File: src/hdl/arp_pkg.sv
// ----------------------------------------------------------------------------
// arp_pkg
// shared types, codes and sizes for the arp receive path and address cache
// ----------------------------------------------------------------------------
package arp_pkg;

	localparam int CACHE_DEPTH = 64;
	localparam int IDX_W = $clog2(CACHE_DEPTH);
	localparam int CNT_W = $clog2(CACHE_DEPTH + 1);

	localparam logic CMD_HEADER = 1'b0;
	localparam logic CMD_LOOKUP = 1'b1;

	localparam logic [15:0] HW_TYPE_ETH = 16'h0001;
	localparam logic [15:0] PROTO_IPV4 = 16'h0800;
	localparam logic [7:0] HW_LEN_ETH = 8'd6;
	localparam logic [7:0] PROTO_LEN_IPV4 = 8'd4;
	localparam logic [15:0] OPER_REQUEST = 16'd1;
	localparam logic [15:0] OPER_REPLY = 16'd2;

	localparam logic [2:0] ST_UNSUPPORTED = 3'd0;
	localparam logic [2:0] ST_OWN = 3'd1;
	localparam logic [2:0] ST_BAD_OPER = 3'd2;
	localparam logic [2:0] ST_REQUEST = 3'd3;
	localparam logic [2:0] ST_CACHED = 3'd4;
	localparam logic [2:0] ST_HIT = 3'd5;
	localparam logic [2:0] ST_MISS = 3'd6;

	localparam logic CFG_LOCAL_HW = 1'b0;
	localparam logic CFG_LOCAL_IP_VALID = 1'b1;

	typedef struct packed {
		logic cmd;
		logic [15:0] hw_type;
		logic [15:0] proto_type;
		logic [7:0] hw_len;
		logic [7:0] proto_len;
		logic [15:0] oper;
		logic [47:0] sender_hw;
		logic [31:0] sender_ip;
		logic [31:0] query_ip;
	} in_t;

	typedef struct packed {
		logic [2:0] status;
		logic send_reply;
		logic [47:0] reply_dest_hw;
		logic [31:0] reply_target_ip;
		logic lookup_hit;
		logic [47:0] lookup_hw;
	} out_t;

	typedef struct packed {
		logic [31:0] ip;
		logic [47:0] hw;
	} entry_t;

	typedef struct packed {
		logic shift;
		logic rotate;
	} chain_ctl_t;

	typedef enum logic [1:0] {
		FSM_IDLE,
		FSM_SCAN,
		FSM_WB
	} fsm_t;

endpackage

File: src/hdl/arp_receive_and_cache.sv
// ----------------------------------------------------------------------------
// arp_receive_and_cache
// header transaction: registered on accept, moved to out register in writeback
// lookup: writeback after a scan rotating every cell past the tail compare
// one transaction in flight; the output register lets the next be accepted
// async reset clears control, config and entry count; entries need no clear
// ----------------------------------------------------------------------------
module arp_receive_and_cache (
	input  logic           clk,
	input  logic           arst_n,
	input  logic           cfg_we,
	input  logic           cfg_addr,
	input  logic [47:0]    cfg_wdata,
	input  logic           in_valid,
	output logic           in_ready,
	input  arp_pkg::in_t   in_data,
	output logic           out_valid,
	input  logic           out_ready,
	output arp_pkg::out_t  out_data
);

	arp_pkg::fsm_t state_q, state_d;
	arp_pkg::chain_ctl_t ctl;
	arp_pkg::entry_t new_entry, tail;
	arp_pkg::out_t hdr_res, scan_res, pend_q, out_q;

	logic [47:0] local_hw_q;
	logic local_ip_valid_q;
	logic [arp_pkg::CNT_W-1:0] count_q;
	logic [arp_pkg::IDX_W-1:0] scan_q, pos;
	logic [31:0] query_q;
	logic hit_q;
	logic [47:0] found_hw_q;
	logic out_valid_q;
	logic do_store, cur_match, scan_last, out_load, accept;

	assign accept = in_valid && in_ready;

	// header checks
	always_comb begin
		hdr_res = '0;
		do_store = 1'b0;
		if (in_data.hw_type != arp_pkg::HW_TYPE_ETH || in_data.proto_type != arp_pkg::PROTO_IPV4
				|| in_data.hw_len != arp_pkg::HW_LEN_ETH
				|| in_data.proto_len != arp_pkg::PROTO_LEN_IPV4) begin
			hdr_res.status = arp_pkg::ST_UNSUPPORTED;
		end else if (in_data.sender_hw == local_hw_q) begin
			hdr_res.status = arp_pkg::ST_OWN;
		end else if (in_data.oper == arp_pkg::OPER_REQUEST) begin
			hdr_res.status = arp_pkg::ST_REQUEST;
			if (local_ip_valid_q) begin
				hdr_res.send_reply = 1'b1;
				hdr_res.reply_dest_hw = in_data.sender_hw;
				hdr_res.reply_target_ip = in_data.sender_ip;
			end
		end else if (in_data.oper == arp_pkg::OPER_REPLY) begin
			hdr_res.status = arp_pkg::ST_CACHED;
			do_store = 1'b1;
		end else begin
			hdr_res.status = arp_pkg::ST_BAD_OPER;
		end
	end

	assign new_entry.ip = in_data.sender_ip;
	assign new_entry.hw = in_data.sender_hw;

	arp_chain u_chain (
		.clk       (clk),
		.ctl       (ctl),
		.new_entry (new_entry),
		.tail      (tail)
	);

	// tail holds the entry that sat at position pos before the scan began
	assign pos = arp_pkg::IDX_W'(arp_pkg::CACHE_DEPTH - 1) - scan_q;
	assign cur_match = (arp_pkg::CNT_W'(pos) < count_q) && (tail.ip == query_q);
	assign scan_last = (scan_q == arp_pkg::IDX_W'(arp_pkg::CACHE_DEPTH - 1));

	always_comb begin
		scan_res = '0;
		if (hit_q || cur_match) begin
			scan_res.status = arp_pkg::ST_HIT;
			scan_res.lookup_hit = 1'b1;
			scan_res.lookup_hw = cur_match ? tail.hw : found_hw_q;
		end else begin
			scan_res.status = arp_pkg::ST_MISS;
		end
	end

	always_comb begin
		state_d = state_q;
		in_ready = 1'b0;
		ctl = '0;
		out_load = 1'b0;
		case (state_q)
			arp_pkg::FSM_IDLE: begin
				in_ready = 1'b1;
				if (in_valid) begin
					if (in_data.cmd == arp_pkg::CMD_LOOKUP) begin
						state_d = arp_pkg::FSM_SCAN;
					end else begin
						state_d = arp_pkg::FSM_WB;
						ctl.shift = do_store;
					end
				end
			end
			arp_pkg::FSM_SCAN: begin
				ctl.shift = 1'b1;
				ctl.rotate = 1'b1;
				if (scan_last) begin
					state_d = arp_pkg::FSM_WB;
				end
			end
			arp_pkg::FSM_WB: begin
				if (!out_valid_q || out_ready) begin
					out_load = 1'b1;
					state_d = arp_pkg::FSM_IDLE;
				end
			end
			default: begin
				state_d = arp_pkg::FSM_IDLE;
			end
		endcase
	end

	always_ff @(posedge clk or negedge arst_n) begin
		if (!arst_n) begin
			state_q <= arp_pkg::FSM_IDLE;
			count_q <= '0;
			scan_q <= '0;
			hit_q <= 1'b0;
			out_valid_q <= 1'b0;
			local_hw_q <= '0;
			local_ip_valid_q <= 1'b0;
		end else begin
			state_q <= state_d;
			if (cfg_we) begin
				case (cfg_addr)
					arp_pkg::CFG_LOCAL_HW: local_hw_q <= cfg_wdata;
					arp_pkg::CFG_LOCAL_IP_VALID: local_ip_valid_q <= cfg_wdata[0];
					default: ;
				endcase
			end
			if (accept) begin
				scan_q <= '0;
				hit_q <= 1'b0;
				if (in_data.cmd == arp_pkg::CMD_HEADER && do_store
						&& count_q != arp_pkg::CNT_W'(arp_pkg::CACHE_DEPTH)) begin
					count_q <= count_q + 1'b1;
				end
			end else if (state_q == arp_pkg::FSM_SCAN) begin
				scan_q <= scan_q + 1'b1;
				if (cur_match) begin
					hit_q <= 1'b1;
				end
			end
			if (out_load) begin
				out_valid_q <= 1'b1;
			end else if (out_ready) begin
				out_valid_q <= 1'b0;
			end
		end
	end

	always_ff @(posedge clk) begin
		if (accept) begin
			query_q <= in_data.query_ip;
			pend_q <= hdr_res;
		end else if (state_q == arp_pkg::FSM_SCAN) begin
			if (cur_match) begin
				found_hw_q <= tail.hw;
			end
			if (scan_last) begin
				pend_q <= scan_res;
			end
		end
		if (out_load) begin
			out_q <= pend_q;
		end
	end

	assign out_valid = out_valid_q;
	assign out_data = out_q;

endmodule

File: src/hdl/arp_cell.sv
// ----------------------------------------------------------------------------
// arp_cell
// one cache entry; takes its neighbor's entry when the row shifts
// ----------------------------------------------------------------------------
module arp_cell (
	input  logic            clk,
	input  logic            shift,
	input  arp_pkg::entry_t d,
	output arp_pkg::entry_t q
);

	arp_pkg::entry_t entry_q;

	always_ff @(posedge clk) begin
		if (shift) begin
			entry_q <= d;
		end
	end

	assign q = entry_q;

endmodule

File: src/hdl/arp_chain.sv
// ----------------------------------------------------------------------------
// arp_chain
// row of cache cells, newest at the head; inserts shift in at the head and
// drop the oldest off the tail, a scan rotates the tail back to the head
// ----------------------------------------------------------------------------
module arp_chain (
	input  logic                clk,
	input  arp_pkg::chain_ctl_t ctl,
	input  arp_pkg::entry_t     new_entry,
	output arp_pkg::entry_t     tail
);

	arp_pkg::entry_t cell_d [arp_pkg::CACHE_DEPTH];
	arp_pkg::entry_t cell_q [arp_pkg::CACHE_DEPTH];

	assign cell_d[0] = ctl.rotate ? cell_q[arp_pkg::CACHE_DEPTH-1] : new_entry;

	genvar i;
	generate
		for (i = 1; i < arp_pkg::CACHE_DEPTH; i++) begin : g_link
			assign cell_d[i] = cell_q[i-1];
		end
		for (i = 0; i < arp_pkg::CACHE_DEPTH; i++) begin : g_cell
			arp_cell u_cell (
				.clk   (clk),
				.shift (ctl.shift),
				.d     (cell_d[i]),
				.q     (cell_q[i])
			);
		end
	endgenerate

	assign tail = cell_q[arp_pkg::CACHE_DEPTH-1];

endmodule
File: config.mk
export PLATFORM = sky130hd
export DESIGN_NAME = arp_receive_and_cache
export DESIGN_NICKNAME = d
export VERILOG_FILES = /design/src/hdl/arp_pkg.sv /design/src/hdl/arp_receive_and_cache.sv /design/src/hdl/arp_cell.sv /design/src/hdl/arp_chain.sv
export SDC_FILE = /design/constraint.sdc
export NUM_CORES = 2
export LEC_CHECK = 0
export ABC_AREA = 1
export BUFFER_PORTS_ARGS = -buffer_cell sky130_fd_sc_hd__buf_2
export CELL_PAD_IN_SITES_DETAIL_PLACEMENT = 0
export CELL_PAD_IN_SITES_GLOBAL_PLACEMENT = 1
export CORE_AREA = 2 2 723 725
export CTS_CLUSTER_DIAMETER = 200
export DETAILED_ROUTE_END_ITERATION = 16
export DIE_AREA = 0 0 725 727
export GPL_TIMING_DRIVEN = 1
export PLACE_DENSITY = 0.57
export SYNTH_ARGS = -nofsm -noshare
export SYNTH_HDL_FRONTEND = slang
export SYNTH_HIERARCHICAL = 1
export SYNTH_SLANG_ARGS = --single-unit
File: constraint.sdc
create_clock -name clk -period 751.7 [get_ports clk]
set_input_delay 112.755 -clock clk [delete_from_list [all_inputs] [get_ports clk]]
set_output_delay 112.755 -clock clk [all_outputs]
set_load 0.02 [all_outputs]
==> qor.csv <==
stage,metric,value,unit
placement,dp.cells,14120,
sta,hold_viol,0,
global_routing,antenna_found_initial,38,
die,io_pins,366,
finish,fill_cells,45949,
setup_path,crit_path_max_incr_delay,0.98,ns
setup_path,cp.buffers_inverters,8,
setup_path,crit_start,in_data[69],
logic_synthesis,syn_area_per_cell,25.18,um2
detailed_routing,finalWirelength,265900,um
logic_synthesis,ys_ff_latch,5532,
power,p_leak,66.05,nW
clock_tree,cts-resized-gates,0,
clock_tree,h-tree-depth,6,
logic_synthesis,synthTopCellsByArea,"edfxtp_1 (95%), nand2_1 (1.4%), dfrtp_1 (0.97%)",
global_routing,grt_max_degree,215,
clock_tree,cts-root-buf,clkbuf_16,
setup_path,cp.required,752.31,ns
flow_run,maxCapViolations,0,
die,start_util,32.95,%
die,fp.dieH,727,um
setup_path,worstReg2RegEnd,u_chain/g_cell[0].u_cell/q[10],
finish,syn2layout_area_growth,16.97,%
clock_tree,cts_buffer_depth,4,
detailed_routing,drcViolationCount,0,
clock_tree,post_cts.repair.setup_buffers,0,
placement,finalWeightedCongestion,0.7649,
clock_tree,path_clk_slew,0.06,ns
setup_path,crit_arrival,121.10,ns
die,fp.dieW,725,um
sta,tightest_slew,1.173,ns
sta,report.final.slew_viol_count,0,
logic_synthesis,synth_most_common_cell,edfxtp_1,
setup_path,crit_path_top_delay_cell,buf_4,
logic_synthesis,ys.flop_type,edfxtp_1,
logic_synthesis,ys_warn_count,6,
sta,setup_viol,0,
clock_tree,cts_hold_buf,0,
min_path,min_path_cells,0,
detailed_routing,vias,62352,
setup_path,critPathKind,input port to flip-flop,
clock_tree,cts_buffers,573,
sta,fmax,0.008299,GHz
status,status,completed,
setup_path,reg2reg_from,local_hw_q[5],
global_routing,grt_usage,9.658,%
sta,rsz0062_at_grt,no,
die,coreArea,519200,um2
logic_synthesis,synth_common_cells,"edfxtp_1 (5,417), nand2_1 (646), nor2_1 (165)",
die,die-area,527100,um2
sta,whs,0.3679,ns
sta,slew_headroom,21.79,%
detailed_routing,dr.first_iter.drc_count,6321,
placement,io_buffers,365,
detailed_routing,firstDrtPassIters,5,
setup_path,path_cells,buf_2 > inv_1 > or2_2 > nand3_1 > nor2_1 > nand2_1 > nor2_1 > nand3_1 > nand3_1 > a21oi_4 > buf_4 > buf_4 > buf_4 > buf_4 > buf_4 > buf_4,
finish,drive_above_1_share,15.73,%
setup_path,r2r.worst_path.cells,14,
sta,period_needed,120.49,ns
finish,final_area,200100,um2
setup_path,crit_top_cell,buf_4,
global_routing,grt_overflow_total,0,
setup_path,r2r_setup_slack,742.68,ns
detailed_routing,via_per_inst,4.117,
sta,clock_skew,0.05602,ns
logic_synthesis,yosysTopAreaCell,edfxtp_1,
clock_tree,tritoncts,built,
detailed_routing,ant_nets,0,
global_routing,grt_first_pass_wirelength,394800,um
logic_synthesis,synthArstFlopShare,1.193,%
placement,placed_area,182000,um2
setup_path,critical_path_depth,16,
die,rows,265,
sta,finalCritPeriodShare,16.03,%
placement,dp_hpwl,140000,um
setup_path,end_kind,flip-flop,
clock_tree,insertion_delay,1.02,ns
logic_synthesis,synth_edf_count,5417,
setup_path,endpoint,u_chain/g_cell[0].u_cell/q[10],
setup_path,cp_max_fo,95,
min_path,hold_path_class,flip-flop to flip-flop,
detailed_routing,wire_per_inst,17.56,um
logic_synthesis,synth_cell_type_count,36,
power,ir_drop,0.003607,mV
logic_synthesis,syn_area,171100,um2
logic_synthesis,netlist_instances,6793,
logic_synthesis,synth_top_cell_area_share,95.09,%
finish,layout.nets,7992,
setup_path,startpoint_type,input port,
setup_path,cp_top_family,buffers and inverters,
logic_synthesis,synthesis.nets,7032,
clock_tree,cts.sinks,5532,
finish,seq_area,165300,um2
power,power_density,4.469,nW/um2
logic_synthesis,yosysSeqAreaShare,96.63,%
global_routing,grt_pass1_vias,62831,
sta,setup_tns,0,ns
finish,multi_input_comb_area,4877,um2
finish,finalNonFillerCells,15144,
kinds of logic (layout without fill, tap and decap cells):
group	after synthesis	after routing	share of synthesized area (%)
fa+ha+maj	8	8	0.05851
simple gates	861	861	1.957
buf+inv	223	1623	0.5625
compound gates	75	75	0.2465
xor+xnor	48	48	0.2457
mux	46	46	0.3028
other cells	0	9	0
flops	5532	5532	96.63
registers in the layout, indices dropped and copies added, names as in the netlist:
| register | cells |
|---|---|
| u_chain/g_cell.u_cell/q | 5120 |
| out_valid | 1 |
| local_hw_q | 48 |
| found_hw_q | 48 |
| pend_q | 133 |
| out_data | 133 |
| count_q | 7 |
| query_q | 32 |
| scan_q | 6 |
| hit_q | 1 |
| local_ip_valid_q | 1 |
| state_q | 2 |
metrics by stage:
step | setup slack [ns] | total power, W | utilization, %
finish | 631.21 | 0.0008943 | 38.54
global route | 630.43 | 0.0009379 | 38.54
CTS | 631.03 | 0.0009112 | 38.53
detailed placement | 629.84 | 0.0006306 | 35.05
global placement | 630.24 | 0.0006274 | 35.05
floorplan | 385.44 | 0.001852 | -
cells in the final DEF, fill, tap and decap left out, types with 10 or more instances in the layout:
cell type	instances
buf_2	364
inv_1	164
clkbuf_16	584
a21oi_1	43
dfrtp_1	66
dfxtp_1	49
nor2_1	164
nand4_1	10
clkinvlp_4	14
nand2_1	642
inv_16	11
nand3_1	14
bufinv_16	38
edfxtp_1	5417
clkinv_1	118
xnor2_1	43
clkinv_8	14
a21oi_2	10
o21ai_0	14
buf_4	69
clkinv_2	72
mux2_2	46
clkbuf_1	130
inv_6	15
final cells by class:
cell class,count,share of cell area (%)
antenna,9,0.01126
clock buffer,715,7.554
clock inverter,300,1.492
inverter,168,0.3189
multi-input combinational,1038,2.437
sequential,5532,82.61
tap,6942,4.341
timing repair buffer,440,1.239
worst reg2reg max path, stage by stage, from the launching register on:
cell and delay, ns:
dfrtp_1 0.38, or2_2 0.29, nand3_1 0.56, nor2_1 0.10
nand2_1 0.33, nor2_1 0.10, nand3_1 0.41, nand3_1 0.48
a21oi_4 0.72, buf_4 0.81, buf_4 0.82, buf_4 0.83
buf_4 0.81, buf_4 0.87, buf_4 1.02
how the worst min path moves through the flow:
stage,from,endpoint,slack (ns)
3_5_place_dp,pend_q[110],out_data[110],0.40
2_1_floorplan,pend_q[100],out_data[100],0.40
6_report,u_chain/g_cell[45].u_cell/q[30],u_chain/g_cell[46].u_cell/q[30],0.37
5_1_grt,u_chain/g_cell[45].u_cell/q[30],u_chain/g_cell[46].u_cell/q[30],0.38
3_3_place_gp,u_chain/g_cell[14].u_cell/q[41],u_chain/g_cell[15].u_cell/q[41],0.40
4_1_cts,u_chain/g_cell[45].u_cell/q[30],u_chain/g_cell[46].u_cell/q[30],0.36
power breakdown:
part	leakage, nW	switching, W	internal [W]
logic	5.10	0.0000672	0.00000716
registers	52.2	0.0000352	0.000513
clock network	8.78	0.000115	0.000157
total	66.0	0.000217	0.000677
metal layers:
metal	share of wire (%)	global-route usage (%)	vias up
met5	0.014	0	-
met2	43	13.80	1322
met4	2.7	3.184	8
li1	-	-	28361
met3	6.1	2.494	530
met1	48	14.37	32131
No activity file was read; power rests on OpenSTA's default activity.
